$ cat src/rtl/core/ostt_pkg.sv
`default_nettype none

package ostt_pkg;

  // fixed field widths of the stream items
  localparam int unsigned TimeoutW = 32;
  localparam int unsigned TagW     = 32;
  localparam int unsigned SlotInW  = 4;
  localparam int unsigned SlotOutW = 4;

  // defaults for the top level parameters
  localparam int unsigned DefNumSlots = 16;
  localparam int unsigned DefTickBits = 32;

  // request operation carried in tuser
  typedef enum logic [1:0] {
    MODE_CREATE = 2'd0,
    MODE_DELETE = 2'd1,
    MODE_TICK   = 2'd2
  } mode_e;

  // result kind carried in tuser
  typedef enum logic [1:0] {
    STAT_DONE     = 2'd0,
    STAT_REJECT   = 2'd1,
    STAT_EXPIRED  = 2'd2,
    STAT_NO_FIRE  = 2'd3
  } status_e;

  // controller states
  typedef enum logic {
    ST_IDLE = 1'b0,
    ST_EXEC = 1'b1
  } state_e;

  // commands from controller to datapath
  typedef struct packed {
    logic load;  // capture the incoming request
    logic exec;  // resolve the request against the table, load the result
  } cmd_t;

endpackage

`default_nettype wire

$ cat src/rtl/core/ostt_ctrl.sv
`default_nettype none

module ostt_ctrl (
  input  wire               clk_i,
  input  wire               rst_ni,
  input  wire               s_axis_tvalid_i,
  output logic              s_axis_tready_o,
  output logic              m_axis_tvalid_o,
  input  wire               m_axis_tready_i,
  output ostt_pkg::cmd_t    cmd_o
);

  ostt_pkg::state_e state_q, state_d;
  logic             out_valid_q, out_valid_d;
  logic             go;

  // result register is free or being drained this cycle
  assign go = !out_valid_q || m_axis_tready_i;

  // next state
  always_comb begin
    state_d = state_q;
    case (state_q)
      ostt_pkg::ST_IDLE: begin
        if (s_axis_tvalid_i) state_d = ostt_pkg::ST_EXEC;
      end
      ostt_pkg::ST_EXEC: begin
        if (go) state_d = ostt_pkg::ST_IDLE;
      end
      default: state_d = ostt_pkg::ST_IDLE;
    endcase
  end

  // outputs
  always_comb begin
    s_axis_tready_o = 1'b0;
    cmd_o           = '0;
    case (state_q)
      ostt_pkg::ST_IDLE: begin
        s_axis_tready_o = 1'b1;
        cmd_o.load      = s_axis_tvalid_i;
      end
      ostt_pkg::ST_EXEC: begin
        cmd_o.exec = go;
      end
      default: cmd_o = '0;
    endcase
  end

  // result valid flag
  always_comb begin
    out_valid_d = out_valid_q;
    if (cmd_o.exec) out_valid_d = 1'b1;
    else if (m_axis_tready_i) out_valid_d = 1'b0;
  end

  assign m_axis_tvalid_o = out_valid_q;

  always_ff @(posedge clk_i or negedge rst_ni) begin
    if (!rst_ni) begin
      state_q     <= ostt_pkg::ST_IDLE;
      out_valid_q <= 1'b0;
    end else begin
      state_q     <= state_d;
      out_valid_q <= out_valid_d;
    end
  end

endmodule

`default_nettype wire

$ cat src/rtl/core/ostt_dp.sv
`default_nettype none

module ostt_dp #(
  parameter int unsigned NUM_SLOTS = ostt_pkg::DefNumSlots,
  parameter int unsigned TICK_BITS = ostt_pkg::DefTickBits
) (
  input  wire                           clk_i,
  input  wire                           rst_ni,
  input  ostt_pkg::cmd_t                cmd_i,
  input  wire [1:0]                     mode_i,
  input  wire [ostt_pkg::TimeoutW-1:0]  timeout_i,
  input  wire [ostt_pkg::TagW-1:0]      tag_i,
  input  wire [ostt_pkg::SlotInW-1:0]   slot_i,
  output logic [1:0]                    status_o,
  output logic [ostt_pkg::SlotOutW-1:0] slot_index_o,
  output logic [ostt_pkg::TagW-1:0]     fired_tag_o
);

  localparam int unsigned SlotW = (NUM_SLOTS > 1) ? $clog2(NUM_SLOTS) : 1;
  localparam int unsigned SumW  = TICK_BITS + ostt_pkg::TimeoutW;

  // captured request
  ostt_pkg::mode_e              mode_q;
  logic [ostt_pkg::TimeoutW-1:0] timeout_q;
  logic [ostt_pkg::TagW-1:0]     tag_q;
  logic [ostt_pkg::SlotInW-1:0]  slot_q;

  // timer table
  logic [TICK_BITS-1:0]      tick_q;
  logic [NUM_SLOTS-1:0]      active_q, active_d;
  logic [TICK_BITS-1:0]      deadline_q [NUM_SLOTS];
  logic [ostt_pkg::TagW-1:0] stag_q     [NUM_SLOTS];

  // result register
  ostt_pkg::status_e          status_q, status_d;
  logic [SlotW-1:0]           idx_q, idx_d;
  logic [ostt_pkg::TagW-1:0]  ftag_q, ftag_d;

  logic             free_any, hit_any, del_ok, create_ok, wr_en;
  logic [SlotW-1:0] free_idx, hit_idx, del_idx;
  logic [SumW-1:0]  sum;

  // request capture, tick advances as the tick request is taken
  always_ff @(posedge clk_i) begin
    if (cmd_i.load) begin
      mode_q    <= ostt_pkg::mode_e'(mode_i);
      timeout_q <= timeout_i;
      tag_q     <= tag_i;
      slot_q    <= slot_i;
    end
  end

  always_ff @(posedge clk_i or negedge rst_ni) begin
    if (!rst_ni) begin
      tick_q <= '0;
    end else if (cmd_i.load && (mode_i == ostt_pkg::MODE_TICK)) begin
      tick_q <= tick_q + TICK_BITS'(1);
    end
  end

  // lowest free slot and lowest expired slot
  always_comb begin
    free_any = 1'b0;
    free_idx = '0;
    hit_any  = 1'b0;
    hit_idx  = '0;
    for (int i = NUM_SLOTS - 1; i >= 0; i--) begin
      if (!active_q[i]) begin
        free_any = 1'b1;
        free_idx = SlotW'(i);
      end
      if (active_q[i] && (tick_q >= deadline_q[i])) begin
        hit_any = 1'b1;
        hit_idx = SlotW'(i);
      end
    end
  end

  // deadline wraps to the tick width
  assign sum = {{TICK_BITS{1'b0}}, timeout_q} + {{ostt_pkg::TimeoutW{1'b0}}, tick_q};

  assign del_idx   = SlotW'(slot_q);
  assign del_ok    = (32'(slot_q) < NUM_SLOTS);
  assign create_ok = (tag_q != '0) && (timeout_q != '0) && free_any;

  // resolve the request
  always_comb begin
    active_d = active_q;
    status_d = ostt_pkg::STAT_DONE;
    idx_d    = '0;
    ftag_d   = '0;
    wr_en    = 1'b0;
    case (mode_q)
      ostt_pkg::MODE_CREATE: begin
        if (create_ok) begin
          active_d[free_idx] = 1'b1;
          idx_d              = free_idx;
          wr_en              = 1'b1;
        end else begin
          status_d = ostt_pkg::STAT_REJECT;
        end
      end
      ostt_pkg::MODE_DELETE: begin
        if (del_ok) active_d[del_idx] = 1'b0;
      end
      ostt_pkg::MODE_TICK: begin
        if (hit_any) begin
          active_d[hit_idx] = 1'b0;
          status_d          = ostt_pkg::STAT_EXPIRED;
          idx_d             = hit_idx;
          ftag_d            = stag_q[hit_idx];
        end else begin
          status_d = ostt_pkg::STAT_NO_FIRE;
        end
      end
      default: status_d = ostt_pkg::STAT_DONE;
    endcase
  end

  always_ff @(posedge clk_i or negedge rst_ni) begin
    if (!rst_ni) begin
      active_q <= '0;
    end else if (cmd_i.exec) begin
      active_q <= active_d;
    end
  end

  // slot payload, written on a successful create
  always_ff @(posedge clk_i) begin
    if (cmd_i.exec && wr_en) begin
      deadline_q[free_idx] <= sum[TICK_BITS-1:0];
      stag_q[free_idx]     <= tag_q;
    end
  end

  // result register
  always_ff @(posedge clk_i) begin
    if (cmd_i.exec) begin
      status_q <= status_d;
      idx_q    <= idx_d;
      ftag_q   <= ftag_d;
    end
  end

  assign status_o     = status_q;
  assign slot_index_o = ostt_pkg::SlotOutW'(idx_q);
  assign fired_tag_o  = ftag_q;

endmodule

`default_nettype wire

$ cat src/rtl/core/one_shot_timer_table.sv
`default_nettype none

// One-shot timer table. Each request on the input stream is a create, a
// delete or a tick (tuser); every request gives exactly one result on the
// output stream. A create takes the lowest free slot and arms it with the
// current tick plus the timeout; a tick advances the wrapping tick counter
// and fires the lowest armed slot whose deadline has been reached, at most
// one per tick. A request is first captured and then resolved against the
// whole table in a single parallel compare with a priority pick. The
// resolve step waits while an earlier result sits untaken in the output
// register; a new request is accepted while a result waits. All slots are
// free after reset, with no clearing pass.
module one_shot_timer_table #(
  parameter int unsigned NUM_SLOTS = ostt_pkg::DefNumSlots,
  parameter int unsigned TICK_BITS = ostt_pkg::DefTickBits
) (
  input  wire         clk_i,
  input  wire         rst_ni,
  input  wire         s_axis_tvalid_i,
  output logic        s_axis_tready_o,
  input  wire  [71:0] s_axis_tdata_i,   // timeout[31:0], tag[63:32], slot[67:64], zero pad
  input  wire  [1:0]  s_axis_tuser_i,   // mode[1:0]
  output logic        m_axis_tvalid_o,
  input  wire         m_axis_tready_i,
  output logic [39:0] m_axis_tdata_o,   // slot_index[3:0], fired_tag[35:4], zero pad
  output logic [1:0]  m_axis_tuser_o    // status[1:0]
);

  ostt_pkg::cmd_t             cmd;
  logic [ostt_pkg::SlotOutW-1:0] slot_index;
  logic [ostt_pkg::TagW-1:0]     fired_tag;

  ostt_ctrl u_ctrl (
    .clk_i           (clk_i),
    .rst_ni          (rst_ni),
    .s_axis_tvalid_i (s_axis_tvalid_i),
    .s_axis_tready_o (s_axis_tready_o),
    .m_axis_tvalid_o (m_axis_tvalid_o),
    .m_axis_tready_i (m_axis_tready_i),
    .cmd_o           (cmd)
  );

  ostt_dp #(
    .NUM_SLOTS (NUM_SLOTS),
    .TICK_BITS (TICK_BITS)
  ) u_dp (
    .clk_i        (clk_i),
    .rst_ni       (rst_ni),
    .cmd_i        (cmd),
    .mode_i       (s_axis_tuser_i),
    .timeout_i    (s_axis_tdata_i[31:0]),
    .tag_i        (s_axis_tdata_i[63:32]),
    .slot_i       (s_axis_tdata_i[67:64]),
    .status_o     (m_axis_tuser_o),
    .slot_index_o (slot_index),
    .fired_tag_o  (fired_tag)
  );

  // result packing
  assign m_axis_tdata_o = {4'b0, fired_tag, slot_index};

endmodule

`default_nettype wire

$ cat config.mk
export PLATFORM = sky130hd
export DESIGN_NAME = one_shot_timer_table
export DESIGN_NICKNAME = d
export VERILOG_FILES = /design/src/rtl/core/ostt_pkg.sv /design/src/rtl/core/ostt_ctrl.sv /design/src/rtl/core/ostt_dp.sv /design/src/rtl/core/one_shot_timer_table.sv
export SDC_FILE = /design/constraint.sdc
export NUM_CORES = 2
export LEC_CHECK = 0
export ABC_AREA = 1
export BUFFER_PORTS_ARGS = -buffer_cell sky130_fd_sc_hd__buf_2
export CORE_UTILIZATION = 60
export CTS_CLUSTER_DIAMETER = 50
export DETAILED_ROUTE_END_ITERATION = 8
export HOLD_SLACK_MARGIN = 0.08
export PLACE_DENSITY = 0.88
export SLEW_MARGIN = 0
export SYNTH_ARGS = -nofsm -noshare
export SYNTH_HDL_FRONTEND = slang
export SYNTH_SLANG_ARGS = --single-unit
$ cat constraint.sdc
create_clock -name clk_i -period 9.5 [get_ports clk_i]
set_input_delay 0.475 -clock clk_i [delete_from_list [all_inputs] [get_ports clk_i]]
set_output_delay 0.475 -clock clk_i [all_outputs]
set_load 0.005 [all_outputs]
=== Word-level counts from Yosys, hierarchy flattened ===
Memories as Yosys holds them, arrays and structs flattened. A register that Yosys moved wholly into a read port is not among the register bits.
Index checks and enable logic that the tools add are counted.

* $add $sub $neg: 2
* Equal/unequal tests: 5
* Bitwise operators: 6
* Reductions and logical operators: 33
* Muxes and demuxes: 91
* Magnitude comparators: 22

{| class="wikitable"
|+ Operators with widths
! kind !! number
|-
| $ge 32x32->1 || 16
|-
| $mux 4 || 34
|-
| $reduce_bool 32->1 || 2
|-
| $mux 1 || 48
|-
| $pmux 16 s3 || 1
|-
| $add 32x1->32 const B || 1
|-
| $add 32x32->32 || 1
|-
| $and 16x16->16 || 2
|-
| $mux 16 || 2
|-
| $not 16->16 || 2
|-
| $logic_and 1x1->1 || 23
|-
| $or 16x16->16 || 1
|-
| $lt 4x5->1 const B || 3
|-
| $demux 1 s4 || 3
|-
| $ge 4x1->1 const B || 3
|-
| $pmux 4 s2 || 1
|-
| $eq 2x2->1 const B || 2
|-
| $ne 2x1->1 const B || 2
|-
| $pmux 2 s2 || 1
|-
| $reduce_and 4->1 || 1
|-
| $reduce_bool 3->1 || 1
|-
| $eq 2x1->1 const B || 1
|-
| $logic_not 1->1 || 2
|-
| $logic_not 2->1 || 1
|-
| other kinds (5) || 5
|}

* Bits of input ports: 78
* Logic and storage cells: 171
* Register bits after elaboration: 126
* RAM bits: 1024
* Memories kept: 2
* Output and inout bits: 44

{| class="wikitable"
|+ Memories
! memory !! words !! width !! rd ports !! clocked after memory_dff !! write ports !! RTL line !! text
|-
| u_dp.deadline_q || 16 || 32 || 16 || 0 || 1 || ostt_dp.sv:31 || <nowiki>logic [TICK_BITS-1:0] deadline_q [NUM_SLOTS];</nowiki>
|-
| u_dp.stag_q || 16 || 32 || 1 || 1 || 1 || ostt_dp.sv:32 || <nowiki>logic [ostt_pkg::TagW-1:0] stag_q [NUM_SLOTS];</nowiki>
|}

=== Depth between registers and ports, before layout ===
An unclocked memory read counts as a cell.

* Depth after elaboration: 27
* Mapped depth: 36
* Depth with buffers taken out: 34

=== Hierarchy ===
From an unflattened synthesis, not the netlist that was laid out.

* Cells, all modules: 5337
* Area total of the unflattened synthesis: 57900.5 µm²

{| class="wikitable"
|+ By module, submodules not included
! module !! area an instance (µm²) !! instances !! cells an instance !! sequential area each (µm²)
|-
| ostt_dp || 57766.7 || 1 || 5320 || 35193.8
|-
| ostt_ctrl || 100.1 || 1 || 12 || 50.0
|-
| one_shot_timer_table || 33.8 || 1 || 5 || 0.0
|}

=== Worst setup path after synthesis ===
Ideal clock, no wire load.

* Kind: input -> register
* Start point: in m_axis_tready_i
* End point: mem u_dp.deadline_q[14][0] (netlist bit) (enable)
* Setup slack: 0.894 ns
* Required time: 8.856 ns
* Arrival time: 7.962 ns
* Stages on the path: 6
* Path buffers: 0
* Setup time: 0.644 ns
* Path through: inv_1 -> nand2_1 -> nand2_1 -> inv_1 -> nand4_1 -> nor4_1

{| class="wikitable"
|+ RTL lines
! item !! RTL line !! text
|-
| start, declared || one_shot_timer_table.sv:24 || <nowiki>input wire m_axis_tready_i,</nowiki>
|-
| end, declared || ostt_dp.sv:31 ||
|}

=== Final worst setup path ===
* Start point: reg u_dp.tick_q[25]
* End point: reg u_dp.ftag_q, in the netlist u_dp.fired_tag_o[19] (data pin)

* Word-level cells in the longest chain between the ends: 20
* Elaborated cells on any way between the ends: 66
* Classes of those cells: 16 x order compare; 32 x mux; 18 x reduce/logical

{| class="wikitable"
|+ RTL lines
! item !! RTL line !! text
|-
| start, declared || ostt_dp.sv:29 || <nowiki>logic [TICK_BITS-1:0] tick_q;</nowiki>
|-
| start signal, assigned || ostt_dp.sv:57 || <nowiki>tick_q <= tick_q + TICK_BITS'(1);</nowiki>
|-
| $ge 32x32->1 || ostt_dp.sv:72 || <nowiki>if (active_q[i] && (tick_q >= deadline_q[i])) begin</nowiki>
|-
| $logic_and 1x1->1 || ostt_dp.sv:72 ||
|-
| $mux 1 (16 in series) || ostt_dp.sv:72 ||
|-
| $reduce_and 2->1 (no source line) || - ||
|-
| $logic_not 1->1 (no source line) || - ||
|-
| end signal, assigned || ostt_dp.sv:141 || <nowiki>ftag_q <= ftag_d;</nowiki>
|-
| end, declared || ostt_dp.sv:37 || <nowiki>logic [ostt_pkg::TagW-1:0] ftag_q, ftag_d;</nowiki>
|}

Parallel ways exist; a longest one is shown, timed or not.
A chain may end at the register's enable or synchronous reset.

==> impl_metrics.csv <==
group,metric,value,unit
run_status,status,"complete, no violations",
detailed_routing,initialDrtViolationCount,5858,
setup_path,critPathArrivalTime,8.11,ns
global_routing,antenna_found_initial,4,
global_routing,grt_use_met1,0.402,
logic_synthesis,synth_compound_area_frac,0.0475,
global_routing,grt_pass1_vias,42100,
floorplan,die_x,313,um
logic_synthesis,synth_flop_cell,"edfxtp_1",
cells_and_area,fin_cells,6691,
logic_synthesis,synthArstFlopShare,0.0423,
setup_path,timing.critical_path.required,9.92,ns
hold_path,hp-class,"in2reg",
clock_tree,cts_hold_buf,72,
clock_tree,cts_tree,"done",
logic_synthesis,synth-xor-area-share,0.00907,
floorplan,io_pins,122,
global_routing,grt_max_degree,259,
logic_synthesis,synth_mux_area_frac,0,
clock_tree,cts_buffer_depth,3,
cells_and_area,drive_gt1_frac,0.0811,
setup_path,slowest_stage,"nor4_1",
sta,layout_min_cycle_time,7.70,ns
detailed_routing,antenna_left,0,
floorplan,core.rowCount,113,
logic_synthesis,synth_top_family_by_area,"simple AND/OR/NAND/NOR gates",
logic_synthesis,yosysWarnings,0,
floorplan,core-area,95300,um2
run,cap_violations,0,
floorplan,dieArea,97800,um2
logic_synthesis,yosys.area_share.simple,0.152,
sta,slew_viol_final,0,
cells_and_area,seq_area,35200,um2
place,place.port_buffers,113,
clock_tree,root_buffer,"clkbuf_16",
setup_path,cp-start-kind,"register",
sta,rsz0062_at_grt,"false",
logic_synthesis,synthCells,5109,
detailed_routing,drc,0,
logic_synthesis,ys_seq_area_frac,0.608,
sta,tns,0,ns
clock_tree,insertion_delay,0.72,ns
logic_synthesis,synthAdderAreaFrac,0.118,
detailed_routing,drt-pass1-iter-count,9,
floorplan,initial_core_util,0.608,
global_routing,use_met2,0.513,
cells_and_area,final_nets,5951,
clock_tree,post_cts_resized,0,
global_routing,grt_pass1_wl,237000,um
cells_and_area,final_common_cell,"edfxtp_1",
setup_path,cp-end-kind,"register",
logic_synthesis,synth.avg_cell_area,11.3,um2
detailed_routing,finalWirelength,158000,um
place,hpwl,91900,um
cells_and_area,mostFrequentLayoutCells,"edfxtp_1 (1,132), nand2_1 (807), inv_1 (777)",
pwr,peakVddDrop,0.194,mV
sta,fmax,130,MHz
sta,hold_viol,0,
pwr,powerDensity,198,nW/um2
detailed_routing,wl_per_cell,23.6,um
sta,worst_pin_slew,1.39,ns
detailed_routing,vias,42200,
global_routing,overflow,0,
place,globalplace.congestion,0.941,
place,dp_cells,6399,
pwr,p_leak,27.6,nW
logic_synthesis,synth_cell_types,62,
floorplan,die_h,313,um
sta,slew_headroom,0.0695,
sta,fin_ws,1.80,ns
logic_synthesis,syn-cell-area,57900,um2
setup_path,critPathTopFamily,"simple AND/OR/NAND/NOR gates",
logic_synthesis,synth-seq-cells,1182,
place,pre_cts_slack,2.26,ns
clock_tree,numCtsBuffers,117,
cells_and_area,fillers,6068,
sta,holdWs,0.120,ns
sta,finalSetupViolCount,0,
sta,skew,0.0279,ns
global_routing,grt_util_met3,0.0689,
setup_path,slowest_delay,0.84,ns
place,place_area,60200,um2
cells_and_area,multi_input_area,19300,um2
clock_tree,clk_pin_slew_worst_paths,0.06,ns
clock_tree,htree_num_levels,3,
sta,period_share,0.810,
detailed_routing,vias_per_cell,6.30,
setup_path,crit_fanout,56,
setup_path,worst-path-buf-inv,3,
logic_synthesis,yosys-top-cells-area,"edfxtp_1 (59%), ha_1 (12%), nand2_1 (5.3%), inv_1 (5.0%), nand3_1 (3.6%)",
clock_tree,postCtsSetupBuffers,0,
cells_and_area,fin_area,64700,um2
setup_path,cpMostUsedCell,"nand2_1",
global_routing,grt_most_used_layer,"met2",
logic_synthesis,synth_top_area_cell,"edfxtp_1",
clock_tree,cts_num_sinks,1182,
global_routing,grt_usage,0.320,
logic_synthesis,synth_edf_count,1132,
cells_and_area,syn_to_final_growth,11.6,%
logic_synthesis,synth_top_area_share,0.587,
setup_path,criticalPathCategory,"reg2reg",
==> power breakdown <==
part	internal [mW]	switching [mW]
sequential	6.32	0.267
combinational	0.454	1.27
clock	2.51	2.00
total	9.29	3.54
==> metal layers <==
layer / vias to the layer above / part of all wire
met3: 661 / 0.13
met4: 2 / 0.061
met2: 3124 / 0.46
li1: 18500 / -
met5: - / 0.000082
met1: 19900 / 0.35
==> worst paths after layout <==
kind                                                    start  cells after the start                                  to  slack [ns]
setup / recovery                  u_dp.tick_q[25]$_DFFE_PN0P_                     28  u_dp.fired_tag_o[19]$_SDFFCE_PN0P_        1.80
hold / removal                                s_axis_tvalid_i                      3            u_ctrl.state_q$_DFF_PN0_        0.12
setup reg to reg                  u_dp.tick_q[25]$_DFFE_PN0P_                     28  u_dp.fired_tag_o[19]$_SDFFCE_PN0P_        1.80
hold reg to reg            u_ctrl.m_axis_tvalid_o$_DFFE_PN0P_                      2  u_ctrl.m_axis_tvalid_o$_DFFE_PN0P_        0.51
max in group asynchronous                              rst_ni                      3         u_dp.tick_q[29]$_DFFE_PN0P_        8.46
min in group asynchronous                              rst_ni                      3  u_ctrl.m_axis_tvalid_o$_DFFE_PN0P_        0.43
==> tightest hold or removal path, stage by stage <==
cell and delay (ns):
buf_2 0.08, inv_1 0.09, a21oi_1 0.15
==> final cells by class <==
class	instances	share of cell area
Inverter	786	0.0457
Tap cell	1265	0.0245
Antenna cell	3	0.000116
Sequential cell	1182	0.545
Timing Repair Buffer	257	0.0284
Multi-Input combinational cell	2981	0.299
Clock buffer	162	0.0498
Clock inverter	55	0.00764
==> metrics by stage <==
stage,utilization,power [mW]
6_report,0.679,12.8
5_1_grt,0.679,13.1
4_1_cts,0.679,12.7
3_5_place_dp,0.632,8.30
3_3_place_gp,0.632,8.22
2_1_floorplan,-,7.50
==> synth_stat cells (5+ instances only) <==
master and number:
edfxtp_1 1132, nand2_1 811, inv_1 778, ha_1 547, nand3_1 413, nand4_1 311, a21oi_1 277, nor2_1 212
o21ai_0 78, buf_2 64, clkbuf_1 59, dfrtp_1 50, nor3_1 50, xor2_1 41, nand3b_1 34, buf_4 26
nor4_1 23, o211ai_1 22, xnor2_1 19, o21a_1 18, o22ai_1 16, buf_1 13, a211oi_1 9, a41oi_1 9
o221ai_1 8, a2bb2oi_1 7, a31oi_1 6, and3_1 6, inv_2 5, o21ai_1 5
==> state kept, by name, summed over array words and instances, names as in the netlist <==
| name | count |
|---|---|
| u_ctrl.m_axis_tvalid_o | 1 |
| u_ctrl.state_q | 1 |
| u_dp.active_q | 16 |
| u_dp.deadline_q | 512 |
| u_dp.del_idx | 4 |
| u_dp.fired_tag_o | 32 |
| u_dp.mode_q | 2 |
| u_dp.slot_index_o | 4 |
| u_dp.stag_q | 512 |
| u_dp.status_o | 2 |
| u_dp.tag_q | 32 |
| u_dp.tick_q | 32 |
| u_dp.timeout_q | 32 |
==> kinds of logic (layout without fill, tap and decap cells) <==
| kind of cell | count (synthesis) | after routing |
|---|---|---|
| AND/OR/NAND/NOR | 1886 | 1886 |
| flip-flops | 1182 | 1182 |
| buffers and inverters | 949 | 1260 |
| adder cells (fa/ha/maj) | 548 | 548 |
| AO/OA/AOI/OAI | 483 | 483 |
| XOR/XNOR | 60 | 60 |
| other | 1 | 7 |
(Power assumes the default switching activity.)
